===== src/design/phc_rot.sv =====
// rotation datapath: multiply stage, then round, saturate and write back
module phc_rot #(
  parameter int CWID = 16,
  parameter int IW   = 4
) (
  input  logic                   clk,
  input  logic                   rst,
  input  logic                   in_vld,
  input  logic [IW-1:0]          in_idx,
  input  logic signed [CWID-1:0] x,
  input  logic signed [CWID-1:0] y,
  input  logic signed [15:0]     cs,
  input  logic signed [15:0]     sn,
  output logic                   wr_vld,
  output logic [IW-1:0]          wr_idx,
  output logic [CWID-1:0]        wr_x,
  output logic [CWID-1:0]        wr_y,
  output logic                   busy
);

  localparam int PW = CWID + 16;
  localparam int RW = PW + 2;
  localparam longint HI = (longint'(1) <<< (CWID - 1)) - 1;
  localparam longint LO = -HI - 1;

  logic              s1_vld;
  logic [IW-1:0]     s1_idx;
  logic signed [PW-1:0] xc, ys, xs, yc;
  logic signed [RW-1:0] sum_x, sum_y, sh_x, sh_y;

  // products
  always_ff @(posedge clk) begin
    if (rst) begin
      s1_vld <= 1'b0;
    end else begin
      s1_vld <= in_vld;
    end
  end

  always_ff @(posedge clk) begin
    s1_idx <= in_idx;
    xc <= x * cs;
    ys <= y * sn;
    xs <= x * sn;
    yc <= y * cs;
  end

  // round to nearest, ties up, then saturate
  always_comb begin
    sum_x = RW'(xc) - RW'(ys) + RW'(8192);
    sum_y = RW'(xs) + RW'(yc) + RW'(8192);
    sh_x  = sum_x >>> 14;
    sh_y  = sum_y >>> 14;
    if (sh_x > HI) begin
      wr_x = CWID'(HI);
    end else if (sh_x < LO) begin
      wr_x = CWID'(LO);
    end else begin
      wr_x = CWID'(sh_x);
    end
    if (sh_y > HI) begin
      wr_y = CWID'(HI);
    end else if (sh_y < LO) begin
      wr_y = CWID'(LO);
    end else begin
      wr_y = CWID'(sh_y);
    end
  end

  assign wr_vld = s1_vld;
  assign wr_idx = s1_idx;
  assign busy   = s1_vld;

endmodule


===== config.mk =====
export PLATFORM = sky130hd
export DESIGN_NAME = phc_rot
export DESIGN_NICKNAME = d
export VERILOG_FILES = /design/src/design/phc_rot.sv
export SDC_FILE = /design/constraint.sdc
export NUM_CORES = 2
export LEC_CHECK = 0
export ABC_CLOCK_PERIOD_IN_PS = 10500
export BUFFER_PORTS_ARGS = -buffer_cell sky130_fd_sc_hd__buf_2
export CORE_ASPECT_RATIO = 0.9
export CORE_MARGIN = 5
export CORE_UTILIZATION = 45
export DETAILED_ROUTE_END_ITERATION = 10
export PLACE_DENSITY = 0.7
export SETUP_SLACK_MARGIN = 0.02
export SYNTH_ARGS = -nofsm -noshare
export SYNTH_HDL_FRONTEND = slang
export SYNTH_SLANG_ARGS = --single-unit

===== constraint.sdc =====
create_clock -name clk -period 10.5 [get_ports clk]
set_input_delay 1.575 -clock clk [delete_from_list [all_inputs] [get_ports clk]]
set_output_delay 1.575 -clock clk [all_outputs]
set_load 0.01 [all_outputs]

==> flow_metrics.py <==
metrics = {
    "timing": {
        "hold_violations": 0,
        "period_share": 0.792,
        "setup_tns_ns": 0,
        "fin_ws_ns": 2.18,
        "slew_headroom": 0.266,
        "period_needed_ns": 8.32,
        "fmax_mhz": 120,
        "worst-slew-pin-transition_ns": 1.10,
        "slew_viol_final": 0,
        "rsz0062_at_grt": "no",
        "setup_violations": 0,
    },
    "cts": {
        "cts_made_buffers": 17,
        "htreeDepth": 4,
        "cts.repair.resized": 0,
        "clock_path_buffers": 2,
        "postCtsHoldBufs": 0,
        "path_clk_slew_ns": 0.07,
        "cts_sinks": 133,
        "tritoncts": "built",
        "root_buffer": "clkbuf_16",
        "cts_setup_buffers": 0,
    },
    "grt": {
        "grt_max_degree": 33,
        "grt-ovfl-total": 0,
        "grt_usage": 0.208,
        "antenna_found_initial": 12,
        "grt_first_pass_wirelength_mm": 181,
        "grt_pass1_vias": 35000,
    },
    "cells_and_area": {
        "multiInputGateArea_um2": 37800,
        "final_core_util": 0.472,
        "ff_latch_area_um2": 2660,
        "final_layout_size_suffix_gt1_frac": 0.0388,
        "areaGrowthSynthToFinish_pct": 4.65,
        "design_area_um2": 47900,
        "fillerInstances": 9653,
        "fin_nets": 6483,
    },
    "routing": {
        "drc": 0,
        "vias_per_cell": 5.15,
        "dr.pass1.iters": 5,
        "wl_per_cell_um": 17.1,
        "drt_iter0_drc": 1920,
        "antenna_left": 0,
        "wirelength_mm": 107,
        "num_vias": 32300,
    },
    "die": {
        "ios": 109,
        "core_um2": 101000,
        "std_cell_rows": 111,
        "start_util": 0.451,
        "die_area_um2": 108000,
        "die_x_um": 346,
        "die_h_um": 313,
    },
    "logic_synthesis": {
        "ys_ff_latch": 133,
        "synthCells": 4984,
        "synth_nets": 6555,
        "synth_enable_flop_cells": 0,
        "yosys_warnings": 0,
        "synth_area_um2": 45800,
        "synthFlopType": "dfxtp_1",
        "async_flop_share": 0,
        "seq_area_frac_synth": 0.0582,
        "ys_types": 83,
        "syn_area_per_cell_um2": 9.18,
    },
    "placed_design": {
        "placed_cell_area_um2": 47300,
        "hpwlAfterDp_mm": 87.8,
        "place_congestion": 0.907,
        "numPortBuffers": 108,
        "preCtsSetupSlack_ns": 1.86,
    },
    "run": {
        "cap_violations": 0,
    },
    "critical_path": {
        "startpoint_type": "input pin",
        "crit_arrival_ns": 8.63,
        "worstSetupPathType": "in -> reg",
        "crit_fanout": 32,
        "cp.required_ns": 10.81,
        "endpoint_kind": "register",
    },
    "worst_hold_path": {
        "hp-class": "in -> reg",
    },
    "status": {
        "outcome": "completed",
    },
}
## registers in the layout, summed over array words and instances (netlist names)
name,count
xc,32
busy,1
yc,32
ys,32
xs,32
wr_idx,4
## layer usage
| metal | up-vias | wire (µm) | global-route usage |
|---|---|---|---|
| li1 | 14700 | - | - |
| met1 | 16600 | 47000 | 0.290 |
| met2 | 935 | 50100 | 0.340 |
| met3 | 124 | 7630 | 0.0379 |
| met4 | 6 | 2520 | 0.0511 |
| met5 | - | 36 | 0 |
## cell families (layout without fill, tap and decap cells)
kind of cell,after synthesis,after routing,synth area share
compound gates,451,451,0.0669
fa+ha+maj,1500,1500,0.582
xor+xnor,168,168,0.0322
mux,4,4,0.000902
buf+inv,1416,1357,0.117
other cells,0,5,0
flops,133,133,0.0582
simple gates,1312,1312,0.143
## metrics by stage
step           cells  hold slack, ns
2_1_floorplan   4984            1.60
3_3_place_gp    6249            1.68
3_5_place_dp    6249            1.68
4_1_cts         6281            1.17
5_1_grt         6282            1.18
6_report        6286            1.20
## cells in the mapped netlist, drive strengths merged, types with 9 or more instances
| cell | instances | area share |
|---|---|---|
| a21o | 111 | 0.018 |
| o211ai | 9 | 0.0017 |
| buf | 9 | 0.0013 |
| nand3 | 32 | 0.0035 |
| xnor2 | 128 | 0.024 |
| a21oi | 129 | 0.014 |
| o21bai | 22 | 0.0036 |
| nand2 | 528 | 0.043 |
| a2111oi | 9 | 0.0022 |
| xor2 | 40 | 0.0077 |
| or3 | 12 | 0.0017 |
| o31ai | 13 | 0.0024 |
| a31oi | 15 | 0.0022 |
| nand4 | 11 | 0.0015 |
| nor2b | 14 | 0.0019 |
| a211oi | 12 | 0.0021 |
| fa | 1048 | 0.46 |
| inv | 1202 | 0.099 |
| and2 | 501 | 0.069 |
| nor2 | 123 | 0.010 |
| nor3 | 23 | 0.0025 |
| o21a | 14 | 0.0023 |
| and3 | 10 | 0.0014 |
| nand2b | 31 | 0.0042 |
| dfxtp | 133 | 0.058 |
| ha | 452 | 0.12 |
| clkbuf | 205 | 0.017 |
| o21ai | 64 | 0.0071 |
## final cells by class
class | instances | area share
tap | 1356 | 0.0354
antenna | 5 | 0.000261
inverter | 1202 | 0.0942
sequential | 133 | 0.0556
timing repair buffer | 123 | 0.0136
multi-input combinational | 3435 | 0.789
clock buffer | 19 | 0.00925
clock inverter | 13 | 0.00308
## placed cells by master, fill, tap and decap left out, types with 11 or more instances in the layout
| cell type | instances |
|---|---|
| inv_1 | 1202 |
| fa_1 | 1048 |
| xor2_1 | 40 |
| clkbuf_16 | 17 |
| nor2_1 | 123 |
| o21ai_0 | 59 |
| nor3_1 | 23 |
| a211oi_1 | 11 |
| nand2b_1 | 31 |
| nand2_1 | 528 |
| and2_1 | 499 |
| o21bai_1 | 22 |
| o21a_1 | 14 |
| a21o_1 | 106 |
| xnor2_1 | 128 |
| o31ai_1 | 11 |
| nand3_1 | 32 |
| nand4_1 | 11 |
| buf_2 | 108 |
| buf_4 | 15 |
| dfxtp_1 | 133 |
| ha_1 | 452 |
| nor2b_1 | 14 |
| a31oi_1 | 14 |
| a21oi_1 | 128 |
## worst paths after layout
check                  from           endpoint  slack, ns  cells past startpoint
setup / recovery      sn[2]     xs[31]$_DFF_P_       2.18                     19
hold / removal    in_idx[2]  wr_idx[2]$_DFF_P_       1.20                      1
## worst max-delay path, stage by stage
cell and delay (ns):
buf_2 0.61, nand2_1 0.21, inv_1 0.13, fa_1 0.57, fa_1 0.90, fa_1 0.53, fa_1 0.52, fa_1 0.50
inv_1 0.05, fa_1 0.47, inv_1 0.04, ha_1 0.41, nand3_1 0.14, nor3_1 0.39, a21boi_0 0.52, o31ai_1 0.19
a21oi_1 0.28, nor4_1 0.08, a311oi_1 0.51
Power is not shown: default switching activity piles up to over one toggle a cycle in this logic, so the estimate is an artifact.
