$ cat config.mk
export PLATFORM = sky130hd
export DESIGN_NAME = phc_edge
export DESIGN_NICKNAME = d
export VERILOG_FILES = /design/src/design/phc_pkg.sv /design/src/design/phc_edge.sv
export SDC_FILE = /design/constraint.sdc
export NUM_CORES = 2
export LEC_CHECK = 0
export BUFFER_PORTS_ARGS = -buffer_cell sky130_fd_sc_hd__buf_2
export CORE_UTILIZATION = 51
export DETAILED_ROUTE_END_ITERATION = 7
export HOLD_SLACK_MARGIN = 0.06
export PLACE_DENSITY = 0.77
export SLEW_MARGIN = 25
export SYNTH_ARGS = -nofsm -noshare
export SYNTH_HDL_FRONTEND = slang
export SYNTH_SLANG_ARGS = --single-unit
$ cat constraint.sdc
create_clock -name clk -period 7 [get_ports clk]
set_input_delay 0.7 -clock clk [delete_from_list [all_inputs] [get_ports clk]]
set_output_delay 0.7 -clock clk [all_outputs]
set_load 0.02 [all_outputs]
$ cat src/design/phc_pkg.sv
// shared types and codes for the polygon hit test block
package phc_pkg;

  // command codes carried in the kind field
  localparam logic [2:0] KIND_APPEND  = 3'd0;
  localparam logic [2:0] KIND_REMOVE  = 3'd1;
  localparam logic [2:0] KIND_ROTATE  = 3'd2;
  localparam logic [2:0] KIND_POINT   = 3'd3;
  localparam logic [2:0] KIND_COLLIDE = 3'd4;

  // result status codes
  localparam logic [1:0] STAT_OK    = 2'd0;
  localparam logic [1:0] STAT_FULL  = 2'd1;
  localparam logic [1:0] STAT_EMPTY = 2'd2;

  // configuration register indexes
  localparam logic [1:0] REG_POS_A_X = 2'd0;
  localparam logic [1:0] REG_POS_A_Y = 2'd1;
  localparam logic [1:0] REG_POS_B_X = 2'd2;
  localparam logic [1:0] REG_POS_B_Y = 2'd3;

  // sequencer states
  typedef enum logic [3:0] {
    ST_IDLE,
    ST_ROT,
    ST_ROT_DRAIN,
    ST_CPHASE,
    ST_SRC_RD,
    ST_SRC_LATCH,
    ST_WALK,
    ST_WALK_WAIT,
    ST_FINISH
  } state_t;

  // control travelling with each vertex read into the edge pipeline
  typedef struct packed {
    logic vld;
    logic first;
    logic last;
  } walk_ctl_t;

endpackage

$ cat src/design/phc_edge.sv
// crossing-number edge pipeline: span test, cross products, compare and parity
module phc_edge #(
  parameter int AB = 17
) (
  input  logic                  clk,
  input  logic                  rst,
  input  phc_pkg::walk_ctl_t    ctl,
  input  logic signed [AB-1:0]  vx,
  input  logic signed [AB-1:0]  vy,
  input  logic signed [AB-1:0]  px,
  input  logic signed [AB-1:0]  py,
  output logic                  done,
  output logic                  hit
);

  localparam int DW = AB + 1;
  localparam int MW = 2 * DW;

  logic signed [AB-1:0] xj, yj;
  logic                 e1_vld, e1_last, e1_cond, e1_dpos, e1_dneg;
  logic signed [DW-1:0] e1_a, e1_b, e1_c, e1_d;
  logic                 e2_vld, e2_last, e2_cond, e2_dpos, e2_dneg;
  logic signed [MW-1:0] e2_p1, e2_p2;
  logic                 odd, tog, cond;

  // span test on the incoming edge (current vertex i, previous vertex j)
  assign cond = ((vy < py && yj >= py) || (yj < py && vy >= py)) &&
                (vx <= px || xj <= px);

  // control of the stages
  always_ff @(posedge clk) begin
    if (rst) begin
      e1_vld <= 1'b0;
      e2_vld <= 1'b0;
      odd    <= 1'b0;
      done   <= 1'b0;
    end else begin
      e1_vld <= ctl.vld && !ctl.first;
      e2_vld <= e1_vld;
      done   <= e2_vld && e2_last;
      if (e2_vld) begin
        if (e2_last) begin
          odd  <= 1'b0;
        end else begin
          odd <= odd ^ tog;
        end
      end
    end
  end

  // edge operands, products
  always_ff @(posedge clk) begin
    if (ctl.vld) begin
      xj <= vx;
      yj <= vy;
    end
    e1_last <= ctl.last;
    e1_cond <= cond;
    e1_dpos <= yj > vy;
    e1_dneg <= yj < vy;
    e1_a    <= DW'(py) - DW'(vy);
    e1_b    <= DW'(xj) - DW'(vx);
    e1_c    <= DW'(px) - DW'(vx);
    e1_d    <= DW'(yj) - DW'(vy);
    e2_last <= e1_last;
    e2_cond <= e1_cond;
    e2_dpos <= e1_dpos;
    e2_dneg <= e1_dneg;
    e2_p1   <= e1_a * e1_b;
    e2_p2   <= e1_c * e1_d;
    if (e2_vld && e2_last) begin
      hit <= odd ^ tog;
    end
  end

  // crossing lies strictly left of the point
  assign tog = e2_cond && ((e2_dpos && e2_p1 < e2_p2) || (e2_dneg && e2_p1 > e2_p2));

endmodule

==> flow_results.org <==
** Global route
- Pin count of the biggest net entering global routing :: 36
- Wire length of the first global-routing pass :: 128000 um
- The number of global-route vias before repair is 25200.
- The number of antenna violations at the first check in global routing is 23.
- Gr usage total :: 24.6%
- Total congestion overflow after global routing :: 0

** Critical path
- Data arrival, critical path :: 7060 ps
- Critical path class :: reg -> reg
- STA puts the critical path data required time at 7350 ps.
- Kind of end point of the critical path :: flip-flop
- The number of cells on the worst reg-to-reg path is 20.
- Startpoint kind of the worst setup timing path :: flip-flop
- Register-to-Register Setup Slack :: 290 ps
- The worst register-to-register path ends at e2_p2[33]$_DFF_P_.
- In this run the critical register-to-register path is launched from e1_d[4]$_DFF_P_.
- Critical Path Fanout Max :: 18

** Clock tree
- For the worst-skew pair, the clock arrives at the later sink with an insertion delay of 470 ps.
- TritonCTS created 17 clock buffers.
- The H-tree generated during clock tree synthesis spans 4 levels.
- TritonCTS built the clock tree.
- Clock Path Buffers :: 2
- CTS placed an instance of sky130_fd_sc_hd__clkbuf_16 at the clock tree root.
- Clock transition at path regs :: 80 ps
- After clock tree synthesis, the flow added hold-fix buffers numbering 0.
- The clock net in this run drives a total of 191 sinks.

** Worst hold path
- The worst hold path belongs to the class reg -> reg.
- Hold Path End :: e2_dneg$_DFF_P_
- The worst hold path passes through 0 cells.
- Startpoint of the lowest-slack hold path :: e1_dneg$_DFF_P_

** Synthesis
- Multiplexer share of the synthesized area :: 0.0603%
- Ranked by total cell area, the synthesized netlist is headed by sky130_fd_sc_hd__fa_1 (40%), sky130_fd_sc_hd__ha_1 (12%), sky130_fd_sc_hd__inv_1 (9.9%).
- Most used DFF post-synth :: sky130_fd_sc_hd__dfxtp_1
- Synthesized flop and latch total :: 191
- Asr flop ratio synth :: 0%
- In this run the biggest area consumer among cell types represents 39.9% of the synthesized area.
- The synthesized netlist devotes 3.35% of its cell area to XOR and XNOR gates.
- For this run, the number of Yosys warnings is 0.
- Each instance of the synthesized netlist takes up on average 9.38 um^2.
- Summing the areas of all fa, ha and maj instances in the mapped netlist gives 52.3% of the synthesized area.
- Count of mapped cells out of synthesis :: 3538
- The netlist uses 70 different library cells.
- Synthesized-area fraction occupied by and/or/nand/nor cells :: 14.1%
- When the netlist entered floorplanning its net count stood at 4600.
- sky130_fd_sc_hd__fa_1 takes more of the synthesized area than any other cell.
- Synth Cell Area :: 33200 um^2
- Largest family of logic cells by synthesized area :: adder cells
- Sequential-to-total area share from yosys stat :: 12.6%
- Post-synthesis compound-gate area fraction :: 6.83%
- Number of synthesized flops with an enable pin :: 35

** Timing
- Worst-case headroom to the max-slew limit :: 37.5%
- After layout, the worst path uses 95.8% of the clock period.
- Endpoints failing setup :: 0
- The clock arrives with 17.4 ps of skew.
- At the pin with the least slew margin, the transition time is 937 ps.
- The final number of max-transition violations was 0.
- Min Tclk post-route :: 6710 ps
- Derived from the worst setup path, the maximum achievable clock frequency is 0.149 GHz.
- The number of endpoints with negative hold slack in the final report was 0.
- Final worst-path setup slack :: 294 ps

** Drt
- The first detailed-routing pass ran for 5 iterations.
- Total wire length after detailed routing :: 77200 um
- Detailed Route Iter0 Violations :: 1445
- The detail route stage leaves a number of antenna-violating nets equal to 0.
- Wire length per cell after detailed routing :: 17.2 um
- In the routed design, unresolved DRC markers number 0.
- After detailed routing, the number of vias per cell comes to 5.26.
- Via count :: 23600

** Placed design
- After legalization and detailed placement, the total HPWL measured 65700 um.
- Routability-driven placement finished with a final weighted congestion of 0.903.
- Timing analysis after detailed placement gives a worst setup slack of 156 ps.
- During placement, the flow inserted port buffers numbering 74.

** Floorplanning
- The total area inside the core boundary comes to 64300 um^2.
- In this run the core area contains 93 standard-cell rows.
- Die outline height :: 257 um
- Initial cell density of the core :: 51.6%
- 75 I/O pins were placed.
- The floorplan step set the die width to 257 um.
- Full die area :: 66100 um^2

** Finish
- Leaving out fill and tap cells, the most frequent cell in the layout is sky130_fd_sc_hd__inv_1.
- Most used cells in the layout excluding fill and tap cells :: sky130_fd_sc_hd__inv_1 (871), sky130_fd_sc_hd__fa_1 (662), sky130_fd_sc_hd__nand2_1 (341), sky130_fd_sc_hd__and2_1 (332), sky130_fd_sc_hd__ha_1 (325)
- Cells with a size suffix above 1 make up 5.62% of the layout.
- For this run, the post-layout net count is 4678.
- Area growth from synthesis to layout :: 6.94%

** Status
- The run finished with clean final reports.

** Flow run
- Total of max-cap violations :: 0
[cell usage after synthesis (18+ instances only)]
| master | number |
|---|---|
| sky130_fd_sc_hd__ha_1 | 327 |
| sky130_fd_sc_hd__and2_1 | 332 |
| sky130_fd_sc_hd__o21a_1 | 19 |
| sky130_fd_sc_hd__dfxtp_1 | 156 |
| sky130_fd_sc_hd__edfxtp_1 | 35 |
| sky130_fd_sc_hd__inv_1 | 871 |
| sky130_fd_sc_hd__a21oi_1 | 105 |
| sky130_fd_sc_hd__nand4_1 | 18 |
| sky130_fd_sc_hd__fa_1 | 662 |
| sky130_fd_sc_hd__o21ai_1 | 30 |
| sky130_fd_sc_hd__a21o_1 | 51 |
| sky130_fd_sc_hd__nand2_1 | 341 |
| sky130_fd_sc_hd__xnor2_1 | 100 |
| sky130_fd_sc_hd__nor2_1 | 106 |
| sky130_fd_sc_hd__nor3_1 | 29 |
| sky130_fd_sc_hd__clkbuf_1 | 83 |
| sky130_fd_sc_hd__xor2_1 | 27 |
| sky130_fd_sc_hd__nor2b_1 | 26 |
| sky130_fd_sc_hd__o21ai_0 | 26 |
| sky130_fd_sc_hd__nand3_1 | 28 |
[worst max-delay path by stage]
stage	start	cells after the start	endpoint	slack, ps
final	e1_d[4]$_DFF_P_	20	e2_p2[33]$_DFF_P_	290
after global routing	e1_d[4]$_DFF_P_	20	e2_p2[33]$_DFF_P_	-3
after CTS	e1_a[17]$_DFF_P_	24	e2_p1[34]$_DFF_P_	110
after detailed placement	e1_a[17]$_DFF_P_	24	e2_p1[34]$_DFF_P_	160
after global placement	e1_a[17]$_DFF_P_	24	e2_p1[34]$_DFF_P_	460
after floorplan	e1_a[17]$_DFF_P_	22	e2_p1[34]$_DFF_P_	670
[layer usage]
layer	track usage (%)	wire (um)	up-vias	part of all wire, %
met1	32.1	31900	11900	41
met5	0	134	-	0.17
met4	8.98	2880	20	3.7
met3	4.49	5650	159	7.3
met2	41.0	36700	689	47
li1	-	-	10900	-
[logic make-up (layout without fill, tap and decap cells)]
kind of cell    count (synthesis)  after routing
simple gates                  934            934
fa+ha+maj                     989            989
flops                         191            191
mux                             2              2
buf+inv                       956           1047
other cells                     0              7
compound gates                339            339
xor+xnor                      127            127
[critical path, cell delays in order, from the launching register on]
cell and delay [ps]:
sky130_fd_sc_hd__dfxtp_1 760, sky130_fd_sc_hd__nand2_1 220, sky130_fd_sc_hd__fa_1 550, sky130_fd_sc_hd__inv_1 150, sky130_fd_sc_hd__fa_1 880, sky130_fd_sc_hd__fa_1 530
sky130_fd_sc_hd__fa_1 510, sky130_fd_sc_hd__fa_1 500, sky130_fd_sc_hd__inv_1 50, sky130_fd_sc_hd__fa_1 480, sky130_fd_sc_hd__inv_1 40, sky130_fd_sc_hd__ha_1 210
sky130_fd_sc_hd__nor2_1 120, sky130_fd_sc_hd__o221ai_1 110, sky130_fd_sc_hd__or3_1 350, sky130_fd_sc_hd__a21oi_1 160, sky130_fd_sc_hd__o21ai_1 140, sky130_fd_sc_hd__a221oi_2 400
sky130_fd_sc_hd__o21bai_1 110, sky130_fd_sc_hd__a21o_1 190, sky130_fd_sc_hd__xor2_1 140
[final cells by class]
cell class / instances / area (um^2)
fill: 5586 / 28900
antenna: 7 / 17.5
sequential: 191 / 4180
tap: 855 / 1070
timing repair buffer: 144 / 908
clock inverter: 15 / 171
clock buffer: 17 / 425
multi-input combinational: 2391 / 25500
inverter: 871 / 3270
[timing repair]
item,CTS,global route
setup buffers,0,0
endpoints found under the setup margin,0,9
resized for setup,0,7
hold endpoints to repair,0,0
[state kept, by name, summed over array words and instances (netlist names), 17 cells and up]
signal	cells
xj	17
e1_c	18
e1_b	18
yj	17
e2_p1	36
e1_a	18
e1_d	18
e2_p2	36
[stage by stage]
stage | TNS [ps] | cells | hold WS (ps) | cell area, um^2 | utilization, %
6_report | 0 | 4491 | 332 | 35500 | 55.2
2_1_floorplan | 0 | 3538 | 310 | 33200 | -
4_1_cts | 0 | 4484 | 315 | 35400 | 55.1
3_5_place_dp | 0 | 4452 | 314 | 34800 | 54.2
3_3_place_gp | 0 | 4452 | 310 | 34800 | 54.2
5_1_grt | -3.33 | 4486 | 325 | 35500 | 55.1
Power is not shown: default switching activity piles up to over one toggle a cycle in this logic, so the estimate is an artifact.
