## src/design/phc_vmem.sv

```systemverilog
// vertex memory: one write port, one registered read port
module phc_vmem #(
  parameter int AW = 5,
  parameter int DW = 32
) (
  input  logic          clk,
  input  logic          we,
  input  logic [AW-1:0] waddr,
  input  logic [DW-1:0] wdata,
  input  logic [AW-1:0] raddr,
  output logic [DW-1:0] rdata
);

  logic [DW-1:0] mem [0:(1 << AW)-1];

  // write port
  always_ff @(posedge clk) begin
    if (we) begin
      mem[waddr] <= wdata;
    end
  end

  // read port, registered
  always_ff @(posedge clk) begin
    rdata <= mem[raddr];
  end

endmodule

```

## config.mk

```make
export PLATFORM = sky130hd
export DESIGN_NAME = phc_vmem
export DESIGN_NICKNAME = d
export VERILOG_FILES = /design/src/design/phc_vmem.sv
export SDC_FILE = /design/constraint.sdc
export NUM_CORES = 1
export LEC_CHECK = 0
export BUFFER_PORTS_ARGS = -buffer_cell sky130_fd_sc_hd__buf_2
export CORE_MARGIN = 2
export CORE_UTILIZATION = 30
export CTS_BUF_LIST = sky130_fd_sc_hd__clkbuf_4 sky130_fd_sc_hd__clkbuf_8 sky130_fd_sc_hd__clkbuf_16
export DETAILED_ROUTE_END_ITERATION = 16
export RECOVER_POWER = 25
export SETUP_SLACK_MARGIN = 0.05
export SYNTH_ARGS = -nofsm -noshare
export SYNTH_HDL_FRONTEND = slang
export SYNTH_SLANG_ARGS = --single-unit
```

## constraint.sdc

```tcl
create_clock -name clk -period 2.55 [get_ports clk]
set_input_delay 0 -clock clk [delete_from_list [all_inputs] [get_ports clk]]
set_output_delay 0 -clock clk [all_outputs]
set_load 0.02 [all_outputs]
```

==> implementation parameters, run 1 <==
Parameter                              Value

Status
  Outcome ... complete, but fails checks
  Violations in the final reports ... max-capacitance violations, max-slew violations

Place
  Dpl ws ... 0.596 ns
  Routability cong. ... 0.742
  Port bufs ... 75
  Cells after DPL ... 4078
  HPWL after detailed placement ... 54900 um

Setup path
  Kind of start point of the critical path ... input pin
  Critical path start-end classification ... in -> reg
  Maximum fanout along the worst path ... 17
  CP required ... 3.05 ns
  Data arrival time at the worst-slack endpoint ... 2.41 ns
  Kind of end point of the critical path ... flip-flop

Layout
  Nets ... 2490
  Post-route non-filler standard cell count ... 4299
  P&R area growth vs syn ... 17.4%
  Core occupancy in the finished layout ... 0.356
  Share of final-layout standard cells stronger than drive strength 1 ... 0.142

Die
  Ports ... 76
  Core Region ... 0.134 mm2
  Chip Height ... 371 um
  Horizontal die dimension ... 371 um
  Area enclosed by the die boundary ... 0.138 mm2
  Starting utilization of the core area ... 0.303
  Rows ... 134

STA
  Actual transition at the worst max-transition pin ... 1.56 ns
  Max transition margin ... -0.0374
  Period minus WS final ... 1.91 ns
  Hold violation count in the final report ... 0
  Number of max-slew violations in the final report ... 33
  RSZ-0062 raised after global routing ... false
  Least setup slack across all paths after layout ... 0.643 ns
  Aggregate negative setup slack ... 0 ns
  Max Fclk ... 524 MHz
  Final clock period utilization by the worst path ... 0.748
  Layout Skew ... 0.0153 ns
  Number of failing setup endpoints in the final timing report ... 0

Worst hold path
  Min-delay worst type ... in -> reg

Run
  Max-Cap Viols ... 1

GRT
  Tot GR Track Use ... 0.146
  Grt total ovfl ... 0
  Initial antenna violation count ... 11
  Pin count of the biggest net entering global routing ... 61
  Vias in the first global route ... 21393
  First-pass GRT wire length ... 147000 um

Pwr
  P per Cell Area ... 765 mW/mm2
  Worst vdd rail ir drop ... 501 uV
  Leakage ... 16.3 nW

Synthesis
  Number of flip-flops and latches in the synthesized netlist ... 1056
  Portion of the post-synthesis area used by sequential elements ... 0.775
  Mean post-synth cell area ... 17.9 um2
  Area leader, netlist ... sky130_fd_sc_hd__edfxtp_1
  Leading post-synthesis cells by instance count ... sky130_fd_sc_hd__edfxtp_1, sky130_fd_sc_hd__mux2i_1, sky130_fd_sc_hd__nand2_1, sky130_fd_sc_hd__nand3_1
  Synth Cell Area ... 0.0405 mm2
  Synth top area cells ... sky130_fd_sc_hd__edfxtp_1, sky130_fd_sc_hd__mux2i_1, sky130_fd_sc_hd__a22oi_1
  Ys flop type ... sky130_fd_sc_hd__edfxtp_1
  Post-synth top area share ... 0.760
  Synthesized Nets ... 2304
  Cells after synthesis ... 2260
  Library cell with the highest instance count after synthesis ... sky130_fd_sc_hd__edfxtp_1
  Post-synthesis cell type count ... 25
  Synth async-reset ratio ... 0
  Count of flip-flops with a built-in enable after synthesis ... 1024
  Synth Warn # ... 0

Clocking
  Post-CTS Resized ... 0
  Maximum root-to-sink buffer count ... 3
  Insertion delay of the later-clocked pin in the worst-skew pair ... 0.66 ns
  Clock slew at reported path FFs ... 0.06 ns
  H-tree depth ... 3
  Root Buffer Master ... sky130_fd_sc_hd__clkbuf_16
  Clock tree from TritonCTS ... yes
  # clock sinks ... 1056
  Number of buffers created by CTS ... 100

Drt
  Total detailed-routing wirelength ... 102000 um
  Remaining antenna violation count ... 0
  DRC violations left ... 0
  First drt pass iteration count ... 5
  Avg Vias per Cell ... 4.88
  Average wire length per cell after detail routing ... 23.7 um
  Via count ... 20984
  Initial DRC count ... 1724
## metal layers
layer | share of wire | track usage
met5 | 0.0011 | 0
met4 | 0.022 | 0.0423
met3 | 0.054 | 0.0237
met2 | 0.50 | 0.251
met1 | 0.43 | 0.190
## metrics by stage
step	cell area [um2]	hold slack, ns	power (mW)
2_1_floorplan	40500	0.0989	20.8
3_3_place_gp	43900	0.426	21.7
3_5_place_dp	43900	0.430	21.7
4_1_cts	47600	0.00693	36.7
5_1_grt	47500	0.0591	37.5
6_report	47500	0.0422	36.3
## cell usage in the layout (no fill, tap or decap), types with 2 or more instances in the layout
| cell type | n |
|---|---|
| sky130_fd_sc_hd__dfxtp_1 | 32 |
| sky130_fd_sc_hd__nand2b_2 | 2 |
| sky130_fd_sc_hd__clkinv_2 | 18 |
| sky130_fd_sc_hd__clkinv_1 | 18 |
| sky130_fd_sc_hd__clkbuf_1 | 24 |
| sky130_fd_sc_hd__buf_12 | 44 |
| sky130_fd_sc_hd__a22oi_1 | 96 |
| sky130_fd_sc_hd__nor2_4 | 29 |
| sky130_fd_sc_hd__nand2_1 | 97 |
| sky130_fd_sc_hd__buf_4 | 57 |
| sky130_fd_sc_hd__clkbuf_4 | 22 |
| sky130_fd_sc_hd__inv_6 | 3 |
| sky130_fd_sc_hd__clkbuf_16 | 101 |
| sky130_fd_sc_hd__inv_16 | 4 |
| sky130_fd_sc_hd__nor2_1 | 5 |
| sky130_fd_sc_hd__clkinvlp_4 | 4 |
| sky130_fd_sc_hd__nor3_1 | 32 |
| sky130_fd_sc_hd__bufinv_16 | 8 |
| sky130_fd_sc_hd__clkbuf_8 | 7 |
| sky130_fd_sc_hd__nand3_1 | 98 |
| sky130_fd_sc_hd__or3b_2 | 3 |
| sky130_fd_sc_hd__nand3b_1 | 5 |
| sky130_fd_sc_hd__a21oi_1 | 96 |
| sky130_fd_sc_hd__a22o_1 | 64 |
| sky130_fd_sc_hd__dlygate4sd3_1 | 34 |
| sky130_fd_sc_hd__a31oi_1 | 32 |
| sky130_fd_sc_hd__buf_2 | 51 |
| sky130_fd_sc_hd__edfxtp_1 | 1024 |
| sky130_fd_sc_hd__mux2i_1 | 512 |
## cell families after synthesis
| kind of cell | synth area share |
|---|---|
| flops | 0.775 |
| mux | 0.127 |
| compound gates | 0.0485 |
| simple gates | 0.0310 |
| buf+inv | 0.0186 |
## sequential cells by signal, summed over array words and instances, names as in the netlist
register / cells
rdata: 32
mem: 1024
## worst max-delay path: stages
cell and delay (ns):
sky130_fd_sc_hd__dlygate4sd3_1 0.57, sky130_fd_sc_hd__buf_2 0.17, sky130_fd_sc_hd__and2b_4 0.48, sky130_fd_sc_hd__buf_4 0.33, sky130_fd_sc_hd__a22o_1 0.16, sky130_fd_sc_hd__nor3_1 0.06
sky130_fd_sc_hd__a31oi_1 0.40, sky130_fd_sc_hd__nand3_1 0.22
## layout make-up
type | instances | area (um2)
clock buffer | 130 | 2790
fill | 12351 | 86100
timing repair buffer | 211 | 2010
sequential | 1056 | 31400
multi-input combinational | 1077 | 8580
clock inverter | 56 | 543
tap | 1768 | 2210
antenna | 1 | 2.50
## path summary, 6_finish.rpt
path | from | endpoint | slack [ns] | depth (start not counted)
worst max-delay path | raddr[2] | rdata[10] | 0.64 | 8
worst min-delay path | raddr[1] | rdata[19] | 0.04 | 5
worst max register to register | mem[1][10] | rdata[10] | 1.04 | 5
worst min register to register | mem[26][14] | rdata[14] | 0.59 | 4
## where the power goes
part,switching [mW],internal [mW]
Combinational,1.29,0.669
Sequential,0.112,19.3
Clock,6.39,8.58
Total,7.79,28.6
## what timing repair did
| action | in CTS | in global routing |
|---|---|---|
| setup buffers | 0 | 0 |
| hold endpoints to repair | 1025 | 0 |
| hold buffers | 34 | 0 |
(Power assumes the default switching activity.)
==> run 2, diff against run 1 <==
clock period = 2 ns   (was 2.55 ns; I/O delays follow)
==> implementation parameters, run 2 (synthesis gave the netlist of run 1 again) <==
Parameter                              Value

Status
  Outcome ... completed

Place
  HPWL after detailed placement ... 57900 um
  Routability cong. ... 0.731
  Cells after DPL ... 4112
  Port bufs ... 75
  Dpl ws ... 0.124 ns
  Area after DPL ... 0.0445 mm2

Clocking
  Clock tree from TritonCTS ... yes
  Clock slew at reported path FFs ... 0.06 ns
  H-tree depth ... 3
  Setup Fix Bufs, Post-CTS ... 0
  Insertion delay of the later-clocked pin in the worst-skew pair ... 0.68 ns
  Number of buffers created by CTS ... 107
  Maximum root-to-sink buffer count ... 3
  # clock sinks ... 1056
  Root Buffer Master ... sky130_fd_sc_hd__clkbuf_16
  Hold buffers post-CTS ... 32
  Post-CTS Resized ... 0

Layout
  Number of inserted filler cells in the final layout ... 12371
  Core occupancy in the finished layout ... 0.360
  Register with the highest flop count ... mem
  Share of final-layout standard cells stronger than drive strength 1 ... 0.153
  Largest registers ... mem: 1024 flops, rdata: 32 flops
  Most used cells in the layout excluding fill and tap cells ... sky130_fd_sc_hd__edfxtp_1, sky130_fd_sc_hd__mux2i_1, sky130_fd_sc_hd__clkbuf_16, sky130_fd_sc_hd__nand3_1, sky130_fd_sc_hd__nand2_1
  # diodes ... 0
  Commonest non-fill, non-tap cell in the layout ... sky130_fd_sc_hd__edfxtp_1
  Post-route non-filler standard cell count ... 4343
  Nets ... 2529
  P&R area growth vs syn ... 18.7%
  Max reg flops ... 1024
  Summed area of non-filler cells in the final layout ... 0.0481 mm2

Drt
  Average wire length per cell after detail routing ... 23.9 um
  Via count ... 21262
  First drt pass iteration count ... 7
  DRC violations left ... 0
  Remaining antenna violation count ... 0
  Total detailed-routing wirelength ... 104000 um
  Avg Vias per Cell ... 4.90
  Initial DRC count ... 1728

Die
  Area enclosed by the die boundary ... 0.138 mm2
  Core Region ... 0.134 mm2
  Horizontal die dimension ... 371 um
  Starting utilization of the core area ... 0.303
  Chip Height ... 371 um
  Rows ... 134
  Ports ... 76

STA
  Hold violation count in the final report ... 0
  Least setup slack across all paths after layout ... 0.420 ns
  RSZ-0062 raised after global routing ... false
  Layout Skew ... 0.0316 ns
  Period minus WS final ... 1.58 ns
  Actual transition at the worst max-transition pin ... 1.42 ns
  Number of max-slew violations in the final report ... 0
  Max Fclk ... 633 MHz
  Number of failing setup endpoints in the final timing report ... 0
  Final clock period utilization by the worst path ... 0.790
  Max transition margin ... 0.0529

Run
  Max-Cap Viols ... 0

Pwr
  Leakage ... 16.5 nW
  Total power consumption of the routed design ... 46.5 mW
  Worst vdd rail ir drop ... 764 uV
  P per Cell Area ... 967 mW/mm2

Setup path
  Kind of start point of the critical path ... flip-flop
  Ordered list of cells on the worst path ... mux2i_1, a22o_1, nor3_1, buf_4, a31oi_1, nand3_1
  Launch point of the worst reg-to-reg path ... mem[5][6]
  Maximum fanout along the worst path ... 1
  Data arrival time at the worst-slack endpoint ... 2.07 ns
  Critical path start-end classification ... reg -> reg
  Largest stage delay on the critical path ... 0.36 ns
  CP required ... 2.49 ns
  CP Launch Point ... mem[5][6]
  Kind of end point of the critical path ... flip-flop
  Cell at the slowest stage of the critical path ... sky130_fd_sc_hd__edfxtp_1

GRT
  Vias in the first global route ... 21559
  First-pass GRT wire length ... 151000 um
  Tot GR Track Use ... 0.149
  Initial antenna violation count ... 3
  Grt total ovfl ... 0
  Pin count of the biggest net entering global routing ... 59

Worst hold path
  Min-delay worst type ... in -> reg
  Worst Hold Launch ... raddr[0]
-- run 2: cell types whose count changed in the layout (fill, tap and decap cells not counted), moves of 3 or more --
cell / change
sky130_fd_sc_hd__clkinv_2: +5
sky130_fd_sc_hd__buf_2: +3
sky130_fd_sc_hd__clkbuf_8: -7
sky130_fd_sc_hd__buf_12: +22
sky130_fd_sc_hd__bufinv_16: -4
sky130_fd_sc_hd__clkbuf_16: +7
sky130_fd_sc_hd__buf_4: +7
sky130_fd_sc_hd__clkbuf_4: +4
sky130_fd_sc_hd__clkinv_1: +9
-- run 2: metal layers --
metal	global-route usage	vias to the layer above	wire length (um)
li1	-	9432	-
met1	0.198	11127	44800
met2	0.255	564	51900
met3	0.0200	135	4860
met4	0.0402	4	2260
met5	0	-	21
-- run 2: final timing paths --
check	slack, ns	depth (start not counted)	end
setup / recovery	0.42	6	rdata[6]
hold / removal	0.04	6	rdata[17]
setup reg to reg	0.42	6	rdata[6]
hold reg to reg	0.59	4	rdata[31]
-- run 2: cell type report --
type                            count  area (um2)  area share
Tap cell                         1768        2210      0.0460
Sequential cell                  1056       31400       0.653
Multi-Input combinational cell   1077        8560       0.178
Clock inverter                     65         490      0.0102
Clock buffer                      134        2900      0.0603
Timing Repair Buffer              243        2510      0.0521
-- run 2: per-stage QoR --
step / hold slack [ns] / setup TNS, ns
after floorplan: 0.0989 / -191.40
after global placement: 0.423 / 0
after detailed placement: 0.422 / 0
after CTS: 0.0180 / 0
after global routing: 0.0730 / 0
final: 0.0448 / 0
-- run 2: critical path, delay by kind of cell (launching register included) --
family | cells | cell delay, ns
buf+inv | 1 | 0.17
flops | 1 | 0.36
compound gates | 2 | 0.37
mux | 1 | 0.17
simple gates | 2 | 0.31
-- run 2: power breakdown --
part           switching, mW  total [mW]  internal, mW
Clock                   8.32        19.1          10.8
Combinational           1.66        2.57         0.906
Sequential             0.151        24.8          24.6
